`src/sv/bra_pkg.sv`:
```
// Shared types, constants and a helper function of the bitmap range allocator.
// No dependencies; the interfaces, the top module and the bench refer to it by scoped names.
package bra_pkg;

	localparam int WORD_BITS    = 64;
	localparam int MAP_BITS_DEF = 1024;
	localparam int CMD_W        = 3;
	localparam int START_W      = 10;
	localparam int LEN_W        = 11;
	localparam int ALIGN_W      = 10;
	localparam int POS_W        = 12;
	localparam int SIZE_W       = 11;
	localparam int PADDR_W      = 3;
	localparam int PDATA_W      = 32;

	localparam logic [SIZE_W-1:0]  MAP_SIZE_RST = 11'd1024;
	localparam logic [PADDR_W-1:0] REG_MAP_SIZE = 3'd0;

	typedef enum logic [CMD_W-1:0] {
		CMD_SET      = 3'd0,
		CMD_CLR      = 3'd1,
		CMD_TEST     = 3'd2,
		CMD_NEXT_SET = 3'd3,
		CMD_NEXT_CLR = 3'd4,
		CMD_AREA     = 3'd5,
		CMD_CLR_ALL  = 3'd6,
		CMD_NOP      = 3'd7
	} cmd_t;

	typedef enum logic [2:0] {
		S_CLEAR,
		S_IDLE,
		S_SCAN,
		S_ALIGN,
		S_CHECK,
		S_DONE
	} state_t;

	// Index of the lowest set bit; zero for an all-zero word.
	function automatic logic [5:0] lsb_index(input logic [WORD_BITS-1:0] w);
		logic [5:0] n;
		n = '0;
		for (int i = WORD_BITS - 1; i >= 0; i--) begin
			if (w[i]) begin
				n = 6'(i);
			end
		end
		return n;
	endfunction

endpackage

```
`src/sv/bra_if.sv`:
```
// Valid/ready channel interfaces for the command and result words.
// Depends on bra_pkg for the field widths.
interface bra_req_if;
	logic                          valid;
	logic                          ready;
	logic [bra_pkg::CMD_W-1:0]     cmd;
	logic [bra_pkg::START_W-1:0]   start_pos;
	logic [bra_pkg::LEN_W-1:0]     run_length;
	logic [bra_pkg::ALIGN_W-1:0]   area_mask;
	logic [bra_pkg::ALIGN_W-1:0]   area_offset;

	modport source (output valid, cmd, start_pos, run_length, area_mask, area_offset,
		input ready);
	modport sink (input valid, cmd, start_pos, run_length, area_mask, area_offset,
		output ready);
endinterface

interface bra_rsp_if;
	logic                      valid;
	logic                      ready;
	logic [bra_pkg::POS_W-1:0] position;
	logic                      found;
	logic                      bit_value;

	modport source (output valid, position, found, bit_value, input ready);
	modport sink (input valid, position, found, bit_value, output ready);
endinterface

```
`src/sv/bitmap_range_allocator_top.sv`:
```
// Bitmap range allocator: the map lives in one RAM of 64-bit words, walked one word a cycle.
// An area search costs, per attempt, one find of a clear bit, the align and check states and
// one find of a set bit; clear all writes one map word per cycle. One command is worked at a time.
// After reset a clearing pass writes zero to all ceil(MAP_BITS/64) words before the first
// command is accepted; configuration writes are taken throughout.
module bitmap_range_allocator_top #(
	parameter int MAP_BITS = bra_pkg::MAP_BITS_DEF
) (
	input  logic                         clk,
	input  logic                         arst_n,
	bra_req_if.sink                      req,
	bra_rsp_if.source                    rsp,
	input  logic                         psel,
	input  logic                         penable,
	input  logic                         pwrite,
	input  logic [bra_pkg::PADDR_W-1:0]  paddr,
	input  logic [bra_pkg::PDATA_W-1:0]  pwdata,
	output logic [bra_pkg::PDATA_W-1:0]  prdata,
	output logic                         pready
);

	localparam int WB        = bra_pkg::WORD_BITS;
	localparam int MAP_WORDS = (MAP_BITS + WB - 1) / WB;
	localparam int ADW       = MAP_WORDS > 1 ? $clog2(MAP_WORDS) : 1;
	localparam int AW        = $clog2(MAP_BITS + 2048) + 1;
	localparam int WCW       = AW - 6;
	localparam int TW        = $clog2(MAP_BITS + 3);
	localparam int TRY_LAST  = MAP_BITS + 1;

	bra_pkg::state_t state_q, state_d;
	bra_pkg::cmd_t   cmd_q, in_cmd;

	logic [bra_pkg::SIZE_W-1:0]  map_size_q;
	logic [bra_pkg::LEN_W-1:0]   len_q;
	logic [bra_pkg::ALIGN_W-1:0] amask_q, aoff_q;

	logic [AW-1:0]  scan_pos_q, scan_pos_d, scan_lim_q, scan_lim_d;
	logic           scan_inv_q, scan_inv_d, scan_mod_q, scan_mod_d, scan_set_q, scan_set_d;
	logic [WCW-1:0] addr_q, addr_d, addr_s1;
	logic           s1_valid_q, issue;
	logic           phase_q, phase_d, from_cmd_q, from_cmd_d, launch;
	logic [TW-1:0]  try_q, try_d;
	logic [ADW-1:0] clr_q, clr_d;
	logic [AW-1:0]  f_q, f_d;
	logic [AW:0]    idx_q, idx_d, end_q, end_d;

	logic [bra_pkg::POS_W-1:0] res_pos_q, res_pos_d;
	logic                      res_found_q, res_found_d, res_bit_q, res_bit_d;
	logic                      out_valid_q, out_load;

	logic [AW-1:0]  sz, in_end, in_start, align_t, align_m, r_pos, hit_pos;
	logic [AW:0]    last_sum, chk_end;
	logic [WB-1:0]  rd_data, lo_m, hi_m, rng_m, hit_v, wr_data;
	logic           empty, hit, last, fin, in_acc, ram_we, chk_fail;
	logic [ADW-1:0] ram_waddr;

	assign pready = 1'b1;
	assign prdata = (paddr == bra_pkg::REG_MAP_SIZE) ?
		bra_pkg::PDATA_W'(map_size_q) : '0;

	always_ff @(posedge clk or negedge arst_n) begin
		if (!arst_n) begin
			map_size_q <= bra_pkg::MAP_SIZE_RST;
		end else if (psel && penable && pwrite && paddr == bra_pkg::REG_MAP_SIZE) begin
			map_size_q <= pwdata[bra_pkg::SIZE_W-1:0];
		end
	end

	assign sz = (AW'(map_size_q) > AW'(MAP_BITS)) ? AW'(MAP_BITS) : AW'(map_size_q);

	assign req.ready = (state_q == bra_pkg::S_IDLE);
	assign in_acc    = req.valid && req.ready;
	assign in_cmd    = bra_pkg::cmd_t'(req.cmd);
	assign in_start  = AW'(req.start_pos);
	assign in_end    = in_start + AW'(req.run_length);

	// Word scan: the word at addr_s1 arrives from the RAM while the next one is read.
	assign empty   = scan_pos_q >= scan_lim_q;
	assign lo_m    = (addr_s1 == scan_pos_q[AW-1:6]) ? ({WB{1'b1}} << scan_pos_q[5:0])
		: {WB{1'b1}};
	assign hi_m    = (addr_s1 < scan_lim_q[AW-1:6]) ? {WB{1'b1}}
		: ((WB'(1) << scan_lim_q[5:0]) - WB'(1));
	assign rng_m   = lo_m & hi_m;
	assign hit_v   = (rd_data ^ {WB{scan_inv_q}}) & rng_m;
	assign hit     = s1_valid_q && !scan_mod_q && (|hit_v);
	assign last_sum = {1'b0, addr_s1, 6'b0} + (AW+1)'(WB);
	assign last    = last_sum >= {1'b0, scan_lim_q};
	assign hit_pos = {addr_s1, bra_pkg::lsb_index(hit_v)};
	assign r_pos   = hit ? hit_pos : scan_lim_q;
	assign fin     = (state_q == bra_pkg::S_SCAN) && (empty || (s1_valid_q && (hit || last)));
	assign issue   = (state_q == bra_pkg::S_SCAN) && !empty && !(s1_valid_q && (hit || last))
		&& ({addr_q, 6'b0} < scan_lim_q);
	assign wr_data = scan_set_q ? (rd_data | rng_m) : (rd_data & ~rng_m);

	assign align_t  = f_q + AW'(aoff_q) + AW'(amask_q);
	assign align_m  = align_t & ~AW'(amask_q);
	assign chk_end  = idx_q + (AW+1)'(len_q);
	assign chk_fail = idx_q[AW] || (idx_q > (AW+1)'(sz)) || (chk_end > (AW+1)'(sz));

	always_comb begin
		ram_we    = 1'b0;
		ram_waddr = addr_s1[ADW-1:0];
		if (state_q == bra_pkg::S_CLEAR) begin
			ram_we    = 1'b1;
			ram_waddr = clr_q;
		end else if (state_q == bra_pkg::S_SCAN && s1_valid_q && scan_mod_q) begin
			ram_we = 1'b1;
		end
	end

	bra_ram #(
		.WIDTH(WB),
		.DEPTH(MAP_WORDS)
	) u_map (
		.clk   (clk),
		.we    (ram_we),
		.waddr (ram_waddr),
		.wdata ((state_q == bra_pkg::S_CLEAR) ? '0 : wr_data),
		.raddr (addr_q[ADW-1:0]),
		.rdata (rd_data)
	);

	always_comb begin
		state_d     = state_q;
		scan_pos_d  = scan_pos_q;
		scan_lim_d  = scan_lim_q;
		scan_inv_d  = scan_inv_q;
		scan_mod_d  = scan_mod_q;
		scan_set_d  = scan_set_q;
		addr_d      = issue ? addr_q + WCW'(1) : addr_q;
		phase_d     = phase_q;
		from_cmd_d  = from_cmd_q;
		try_d       = try_q;
		clr_d       = clr_q;
		f_d         = f_q;
		idx_d       = idx_q;
		end_d       = end_q;
		res_pos_d   = res_pos_q;
		res_found_d = res_found_q;
		res_bit_d   = res_bit_q;
		launch      = 1'b0;
		out_load    = 1'b0;
		unique case (state_q)
			bra_pkg::S_CLEAR: begin
				if (clr_q == ADW'(MAP_WORDS - 1)) begin
					state_d    = from_cmd_q ? bra_pkg::S_DONE : bra_pkg::S_IDLE;
					from_cmd_d = 1'b0;
				end else begin
					clr_d = clr_q + ADW'(1);
				end
			end
			bra_pkg::S_IDLE: begin
				if (in_acc) begin
					res_pos_d   = '0;
					res_found_d = 1'b0;
					res_bit_d   = 1'b0;
					scan_pos_d  = in_start;
					scan_mod_d  = 1'b0;
					scan_inv_d  = 1'b0;
					unique case (in_cmd)
						bra_pkg::CMD_SET, bra_pkg::CMD_CLR: begin
							scan_lim_d = (in_end > AW'(MAP_BITS)) ? AW'(MAP_BITS) : in_end;
							scan_mod_d = 1'b1;
							scan_set_d = (in_cmd == bra_pkg::CMD_SET);
							launch     = 1'b1;
						end
						bra_pkg::CMD_TEST: begin
							scan_lim_d = (in_start >= AW'(MAP_BITS)) ? AW'(MAP_BITS)
								: in_start + AW'(1);
							launch     = 1'b1;
						end
						bra_pkg::CMD_NEXT_SET, bra_pkg::CMD_NEXT_CLR: begin
							scan_lim_d = sz;
							scan_inv_d = (in_cmd == bra_pkg::CMD_NEXT_CLR);
							launch     = 1'b1;
						end
						bra_pkg::CMD_AREA: begin
							scan_lim_d = sz;
							scan_inv_d = 1'b1;
							phase_d    = 1'b0;
							try_d      = '0;
							launch     = 1'b1;
						end
						bra_pkg::CMD_CLR_ALL: begin
							clr_d      = '0;
							from_cmd_d = 1'b1;
							state_d    = bra_pkg::S_CLEAR;
						end
						bra_pkg::CMD_NOP: begin
							state_d = bra_pkg::S_DONE;
						end
					endcase
				end
			end
			bra_pkg::S_SCAN: begin
				if (fin) begin
					state_d = bra_pkg::S_DONE;
					unique case (cmd_q)
						bra_pkg::CMD_TEST: begin
							res_bit_d = hit;
						end
						bra_pkg::CMD_NEXT_SET, bra_pkg::CMD_NEXT_CLR: begin
							res_pos_d   = r_pos[bra_pkg::POS_W-1:0];
							res_found_d = hit;
						end
						bra_pkg::CMD_AREA: begin
							if (!phase_q) begin
								f_d     = r_pos;
								state_d = bra_pkg::S_ALIGN;
							end else if (!hit) begin
								res_pos_d   = idx_q[bra_pkg::POS_W-1:0];
								res_found_d = 1'b1;
							end else if (try_q == TW'(TRY_LAST)) begin
								// Attempt budget spent: report the last end as a failure.
								res_pos_d = end_q[bra_pkg::POS_W-1:0];
							end else begin
								try_d      = try_q + TW'(1);
								scan_pos_d = r_pos + AW'(1);
								scan_lim_d = sz;
								scan_inv_d = 1'b1;
								phase_d    = 1'b0;
								launch     = 1'b1;
							end
						end
						default: begin
						end
					endcase
				end
			end
			bra_pkg::S_ALIGN: begin
				idx_d   = {1'b0, align_m} - (AW+1)'(aoff_q);
				state_d = bra_pkg::S_CHECK;
			end
			bra_pkg::S_CHECK: begin
				end_d = chk_end;
				if (chk_fail) begin
					res_pos_d = chk_end[bra_pkg::POS_W-1:0];
					state_d   = bra_pkg::S_DONE;
				end else begin
					// Look for any set bit inside the candidate area.
					scan_pos_d = idx_q[AW-1:0];
					scan_lim_d = chk_end[AW-1:0];
					scan_inv_d = 1'b0;
					phase_d    = 1'b1;
					launch     = 1'b1;
				end
			end
			bra_pkg::S_DONE: begin
				if (!out_valid_q || rsp.ready) begin
					out_load = 1'b1;
					state_d  = bra_pkg::S_IDLE;
				end
			end
			default: begin
				state_d = bra_pkg::S_IDLE;
			end
		endcase
		if (launch) begin
			state_d = bra_pkg::S_SCAN;
			addr_d  = scan_pos_d[AW-1:6];
		end
	end

	always_ff @(posedge clk or negedge arst_n) begin
		if (!arst_n) begin
			state_q     <= bra_pkg::S_CLEAR;
			clr_q       <= '0;
			from_cmd_q  <= 1'b0;
			s1_valid_q  <= 1'b0;
			out_valid_q <= 1'b0;
			phase_q     <= 1'b0;
			try_q       <= '0;
			addr_q      <= '0;
		end else begin
			state_q    <= state_d;
			clr_q      <= clr_d;
			from_cmd_q <= from_cmd_d;
			s1_valid_q <= issue;
			phase_q    <= phase_d;
			try_q      <= try_d;
			addr_q     <= addr_d;
			if (out_load) begin
				out_valid_q <= 1'b1;
			end else if (rsp.ready) begin
				out_valid_q <= 1'b0;
			end
		end
	end

	always_ff @(posedge clk) begin
		addr_s1    <= addr_q;
		scan_pos_q <= scan_pos_d;
		scan_lim_q <= scan_lim_d;
		scan_inv_q <= scan_inv_d;
		scan_mod_q <= scan_mod_d;
		scan_set_q <= scan_set_d;
		f_q        <= f_d;
		idx_q      <= idx_d;
		end_q      <= end_d;
		res_pos_q  <= res_pos_d;
		res_found_q <= res_found_d;
		res_bit_q  <= res_bit_d;
		if (in_acc) begin
			cmd_q   <= in_cmd;
			len_q   <= req.run_length;
			amask_q <= req.area_mask;
			aoff_q  <= req.area_offset;
		end
		if (out_load) begin
			rsp.position  <= res_pos_q;
			rsp.found     <= res_found_q;
			rsp.bit_value <= res_bit_q;
		end
	end

	assign rsp.valid = out_valid_q;

`ifndef SYNTH
	// The map is never written while no command is at work.
	a_no_write_idle: assert property (@(posedge clk) disable iff (!arst_n)
		state_q == bra_pkg::S_IDLE |-> !ram_we)
		else $error("map written while idle");

	// Read data is only consumed by an active scan.
	a_s1_in_scan: assert property (@(posedge clk) disable iff (!arst_n)
		s1_valid_q |-> state_q == bra_pkg::S_SCAN)
		else $error("word returned outside a scan");

	// An accepted command always leaves the idle state.
	a_accept_busy: assert property (@(posedge clk) disable iff (!arst_n)
		in_acc |=> state_q != bra_pkg::S_IDLE)
		else $error("command accepted but not started");

	// A result is never loaded over one that is still waiting.
	a_no_overwrite: assert property (@(posedge clk) disable iff (!arst_n)
		out_load |-> (!out_valid_q || rsp.ready))
		else $error("result overwritten");

	// The retry count stays within its budget.
	a_try_bound: assert property (@(posedge clk) disable iff (!arst_n)
		try_q <= TW'(TRY_LAST))
		else $error("retry count out of range");
`endif

endmodule

```
`src/sv/bra_ram.sv`:
```
// Generic simple dual-port RAM: one write port, one read port with registered data.
// No dependencies.
module bra_ram #(
	parameter int WIDTH = 64,
	parameter int DEPTH = 16
) (
	input  logic                                     clk,
	input  logic                                     we,
	input  logic [(DEPTH > 1 ? $clog2(DEPTH) : 1)-1:0] waddr,
	input  logic [WIDTH-1:0]                         wdata,
	input  logic [(DEPTH > 1 ? $clog2(DEPTH) : 1)-1:0] raddr,
	output logic [WIDTH-1:0]                         rdata
);

	logic [WIDTH-1:0] mem_q [DEPTH];

	always_ff @(posedge clk) begin
		if (we) begin
			mem_q[waddr] <= wdata;
		end
		rdata <= mem_q[raddr];
	end

endmodule

```
`src/flat_wrapper.sv`:
```
// flat-port wrapper written by rule: the top's interface ports become plain ports
module bitmap_range_allocator_top_flat 
#(
	parameter int MAP_BITS = bra_pkg::MAP_BITS_DEF
)
  (clk, arst_n, psel, penable, pwrite, paddr, pwdata, prdata, pready, req_valid, req_cmd, req_start_pos, req_run_length, req_area_mask, req_area_offset, req_ready, rsp_valid, rsp_position, rsp_found, rsp_bit_value, rsp_ready);
  bra_req_if req_i ();
  bra_rsp_if rsp_i ();
  input  logic clk;
  input  logic arst_n;
  input  logic psel;
  input  logic penable;
  input  logic pwrite;
  input  logic [bra_pkg::PADDR_W-1:0] paddr;
  input  logic [bra_pkg::PDATA_W-1:0] pwdata;
  output logic [bra_pkg::PDATA_W-1:0] prdata;
  output logic pready;
  input wire logic [$bits(req_i.valid)-1:0] req_valid;
  input wire logic [$bits(req_i.cmd)-1:0] req_cmd;
  input wire logic [$bits(req_i.start_pos)-1:0] req_start_pos;
  input wire logic [$bits(req_i.run_length)-1:0] req_run_length;
  input wire logic [$bits(req_i.area_mask)-1:0] req_area_mask;
  input wire logic [$bits(req_i.area_offset)-1:0] req_area_offset;
  output wire logic [$bits(req_i.ready)-1:0] req_ready;
  output wire logic [$bits(rsp_i.valid)-1:0] rsp_valid;
  output wire logic [$bits(rsp_i.position)-1:0] rsp_position;
  output wire logic [$bits(rsp_i.found)-1:0] rsp_found;
  output wire logic [$bits(rsp_i.bit_value)-1:0] rsp_bit_value;
  input wire logic [$bits(rsp_i.ready)-1:0] rsp_ready;
  assign req_i.valid = req_valid;
  assign req_i.cmd = req_cmd;
  assign req_i.start_pos = req_start_pos;
  assign req_i.run_length = req_run_length;
  assign req_i.area_mask = req_area_mask;
  assign req_i.area_offset = req_area_offset;
  assign req_ready = req_i.ready;
  assign rsp_valid = rsp_i.valid;
  assign rsp_position = rsp_i.position;
  assign rsp_found = rsp_i.found;
  assign rsp_bit_value = rsp_i.bit_value;
  assign rsp_i.ready = rsp_ready;
  bitmap_range_allocator_top #(.MAP_BITS(MAP_BITS)) u_core (.clk(clk), .arst_n(arst_n), .req(req_i), .rsp(rsp_i), .psel(psel), .penable(penable), .pwrite(pwrite), .paddr(paddr), .pwdata(pwdata), .prdata(prdata), .pready(pready));
endmodule
```
`config.mk`:
```
export PLATFORM = sky130hd
export DESIGN_NAME = bitmap_range_allocator_top_flat
export DESIGN_NICKNAME = d
export VERILOG_FILES = /design/src/sv/bra_pkg.sv /design/src/sv/bra_if.sv /design/src/sv/bitmap_range_allocator_top.sv /design/src/sv/bra_ram.sv /design/src/flat_wrapper.sv
export SDC_FILE = /design/constraint.sdc
export NUM_CORES = 2
export LEC_CHECK = 0
export BUFFER_PORTS_ARGS = -buffer_cell sky130_fd_sc_hd__buf_2
export CORE_MARGIN = 8
export CORE_UTILIZATION = 63
export CTS_CLUSTER_DIAMETER = 80
export DETAILED_ROUTE_END_ITERATION = 6
export GPL_TIMING_DRIVEN = 0
export PLACE_DENSITY = 0.87
export SLEW_MARGIN = 20
export SYNTH_ARGS = -nofsm -noshare
export SYNTH_HDL_FRONTEND = slang
export SYNTH_HIERARCHICAL = 1
export SYNTH_SLANG_ARGS = --single-unit
export TNS_END_PERCENT = 5
```
`constraint.sdc`:
```
create_clock -name clk -period 8.9 [get_ports clk]
set_input_delay 1.78 -clock clk [delete_from_list [all_inputs] [get_ports clk]]
set_output_delay 1.78 -clock clk [all_outputs]
set_load 0.05 [all_outputs]
```
==> flow_summary.json <==
{
  "status": "finished clean",
  "synth_edf_count": 1147,
  "cpMostUsedCell": "buf_2",
  "max_cap_viol_count": 0,
  "hpwl_um": 122000,
  "synth_ff_type": "edfxtp_1",
  "hold_violations": 0,
  "core_area_sq_um": 89500,
  "met3_usage": 0.0898,
  "fin_skew_ns": 0.0372,
  "antenna_found_initial": 3,
  "period_share": 0.942,
  "crit_path_start_kind": "flop",
  "synthTopCellsByArea": "edfxtp_1, mux4_2, dfxtp_1",
  "yosysUniqueCellTypes": 103,
  "die_w_um": 315,
  "via_per_inst": 7.23,
  "drive_above_1_share": 0.203,
  "cts_setup_buffers": 0,
  "clkLatencyLatePin_ns": 0.74,
  "grt_pass1_wl_um": 261000,
  "syn_inst": 3634,
  "die_area_sq_um": 99500,
  "grt_use_met2": 0.590,
  "gp_congestion": 1.04,
  "grt_use_total": 0.365,
  "slowest_delay_ns": 0.94,
  "portBuffers": 91,
  "htreeDepth": 3,
  "fp.dieH_um": 315,
  "power.total_mw": 23.2,
  "placed_area_sq_um": 59900,
  "critPathSlowestCell": "nor4_1",
  "fill_cells": 5354,
  "path_clk_slew_ns": 0.06,
  "num_io_pins": 135,
  "pre_cts_ws_ns": 1.03,
  "worst_pin_slew_ns": 1.34,
  "syn_avg_cell_area_sq_um": 15.5,
  "first_iter_violations": 5293,
  "use_met1": 0.444,
  "power.density_nw_per_um2": 362,
  "clkSinkCount": 1265,
  "clockBufferDepth": 3,
  "hp-class": "flop to flop",
  "crit_chain": "buf_2 > nor4_2 > nand2_1 > ha_1 > buf_2 > buf_2 > clkbuf_1 > o21ai_0 > o211ai_1 > o221ai_1 > nand4_1 > nor4_1 > and3_1 > a21oi_2 > buf_2 > buf_2 > o21ai_0 > ha_1 > and3_1 > a311oi_2 > a41oi_1 > a31oi_1",
  "grt-ovfl-total": 0,
  "drv_slew": 0,
  "p_leak_nw": 22.1,
  "grt_pass1_vias": 38200,
  "ant_nets": 0,
  "async_flop_share": 0.0316,
  "via_count": 37800,
  "final_core_util": 0.715,
  "grt_max_degree": 41,
  "clockRootBuffer": "clkbuf_16",
  "dr.pass1.iters": 6,
  "top_usage_layer": "met2",
  "wirelength_um": 183000,
  "syn-cell-area_sq_um": 56500,
  "crit_required_ns": 9.47,
  "max_freq_mhz": 119,
  "post_drt_wl_per_cell_um": 34.9,
  "route.detailed.drc": 0,
  "numCtsBuffers": 119,
  "setup_viol": 0,
  "design_area_sq_um": 64000,
  "endpoint_kind": "flop",
  "synth_top_cell_by_area": "edfxtp_1",
  "ctsResizeCount": 0,
  "hold_slack_ns": 0.419,
  "ys_seq_elements": 1265,
  "seq_area_frac_synth": 0.655,
  "rsz0062_at_grt": "no",
  "post-place-cells": 5002,
  "worstSetupPathType": "flop to flop",
  "layoutNonFillerInstCount": 5235,
  "ys_warn_count": 6,
  "setup_ws_ns": 0.520,
  "crit_arrival_ns": 8.95,
  "cts_tree": "done",
  "syn_to_final_growth_pct": 13.3,
  "holdBufCountCts": 0,
  "finalCriticalPeriod_ns": 8.38,
  "yosysTopAreaCellShare": 0.610,
  "setup_tns_ns": 0,
  "num_rows": 110,
  "slew_headroom": 0.105,
  "start_util": 0.631,
  "crit_path_max_fanout": 10,
  "peakVddDrop_uv": 301,
  "fin_nets": 4152
}
-- final cells by class --
class                   instances  area [sq um]  share of cell area
well taps                    1176          1470              0.0230
multi-input cells            2088         18300               0.287
plain buffers                 219          1100              0.0171
repair buffers                173          1730              0.0270
clock inverters                69           761              0.0119
clock buffers                 158          3260              0.0509
inverters                      82           308             0.00481
flip-flops and latches       1265         37000               0.578
diodes                          5          12.5            0.000196
-- Yosys cell counts, drive strengths merged, types with 26 or more instances --
master / count
xnor2: 79
nand3: 59
nor2: 216
dfxtp: 78
o21ai: 126
and2: 31
mux2i: 77
a21oi: 112
nand2: 224
o221ai: 31
nor3: 45
nand4: 29
edfxtp: 1147
a22oi: 144
a21o: 26
o22ai: 47
clkbuf: 103
mux4: 256
ha: 104
dfrtp: 39
inv: 81
xor2: 67
buf: 116
nor2b: 32
-- where the power goes --
group / switching [mW] / total, mW / leakage, nW / internal [mW]
logic: 5.97 / 9.02 / 8.43 / 3.05
registers: 0.556 / 8.88 / 11.7 / 8.32
clock network: 2.27 / 5.26 / 1.98 / 2.99
total: 8.80 / 23.2 / 22.1 / 14.4
-- worst max-delay path, delay by kind of cell (launching register included) --
| kind | cells | cell delay [ns] |
|---|---|---|
| simple gates | 6 | 2.95 |
| compound gates | 8 | 2.55 |
| buf+inv | 6 | 1.49 |
| fa+ha+maj | 2 | 0.71 |
| flops | 1 | 0.48 |
-- cells in the final DEF (no fill, tap or decap), types with 31 or more instances in the layout --
cell and instances:
nor3_1 37, inv_1 81, buf_2 137, dfrtp_1 39, edfxtp_1 1147, a22oi_1 144, mux2i_1 77, ha_1 104
o22ai_1 46, nand3_1 57, xnor2_1 78, clkbuf_1 126, buf_4 59, mux4_2 256, a21oi_1 108, clkbuf_16 120
o21ai_0 119, xor2_1 67, nor2_1 188, nand2_1 223, dfxtp_1 78, and2_1 31
-- kinds of logic (layout without fill, tap and decap cells) --
group / after synthesis / count (layout) / synth area share
AO/OA/AOI/OAI: 703 / 703 / 0.0862
XOR/XNOR: 146 / 146 / 0.0228
AND/OR/NAND/NOR: 754 / 754 / 0.0645
adder cells (fa/ha/maj): 118 / 118 / 0.0280
buffers and inverters: 301 / 701 / 0.0248
flip-flops: 1265 / 1265 / 0.655
multiplexers: 345 / 345 / 0.118
other: 2 / 27 / 0.000133
-- registers in the layout, summed over array words and instances, names as in the netlist, 10 cells and up --
signal	count
u_core/scan_pos_q	13
u_core/map_size_q	11
u_core/end_q	12
u_core/res_pos_q	12
u_core/try_q	11
u_core/f_q	13
u_core/u_map/mem_q	1024
u_core/scan_lim_q	13
u_core/rsp.position	12
u_core/u_map/rdata	64
u_core/aoff_q	10
u_core/idx_q	14
u_core/len_q	11
u_core/amask_q	10
-- layer usage --
| metal | part of all wire | vias up |
|---|---|---|
| met2 | 0.47 | 3242 |
| li1 | - | 15000 |
| met1 | 0.34 | 18700 |
| met3 | 0.12 | 842 |
| met4 | 0.076 | 2 |
| met5 | 0.000071 | - |
-- path summary, 6_finish.rpt --
path / start / to / slack [ns] / cells past startpoint
setup reg to reg: u_core/scan_lim_q[3] / u_core/scan_pos_q[8] / 0.52 / 22
hold / removal: u_core/res_pos_q[7] / u_core/rsp.position[7] / 0.42 / 0
min in group asynchronous: arst_n / u_core/map_size_q[1] / 0.95 / 1
max in group asynchronous: arst_n / u_core/s1_valid_q / 7.43 / 2
hold reg to reg: u_core/res_pos_q[7] / u_core/rsp.position[7] / 0.42 / 0
setup / recovery: u_core/scan_lim_q[3] / u_core/scan_pos_q[8] / 0.52 / 22
No activity file was read; power rests on OpenSTA's default activity.
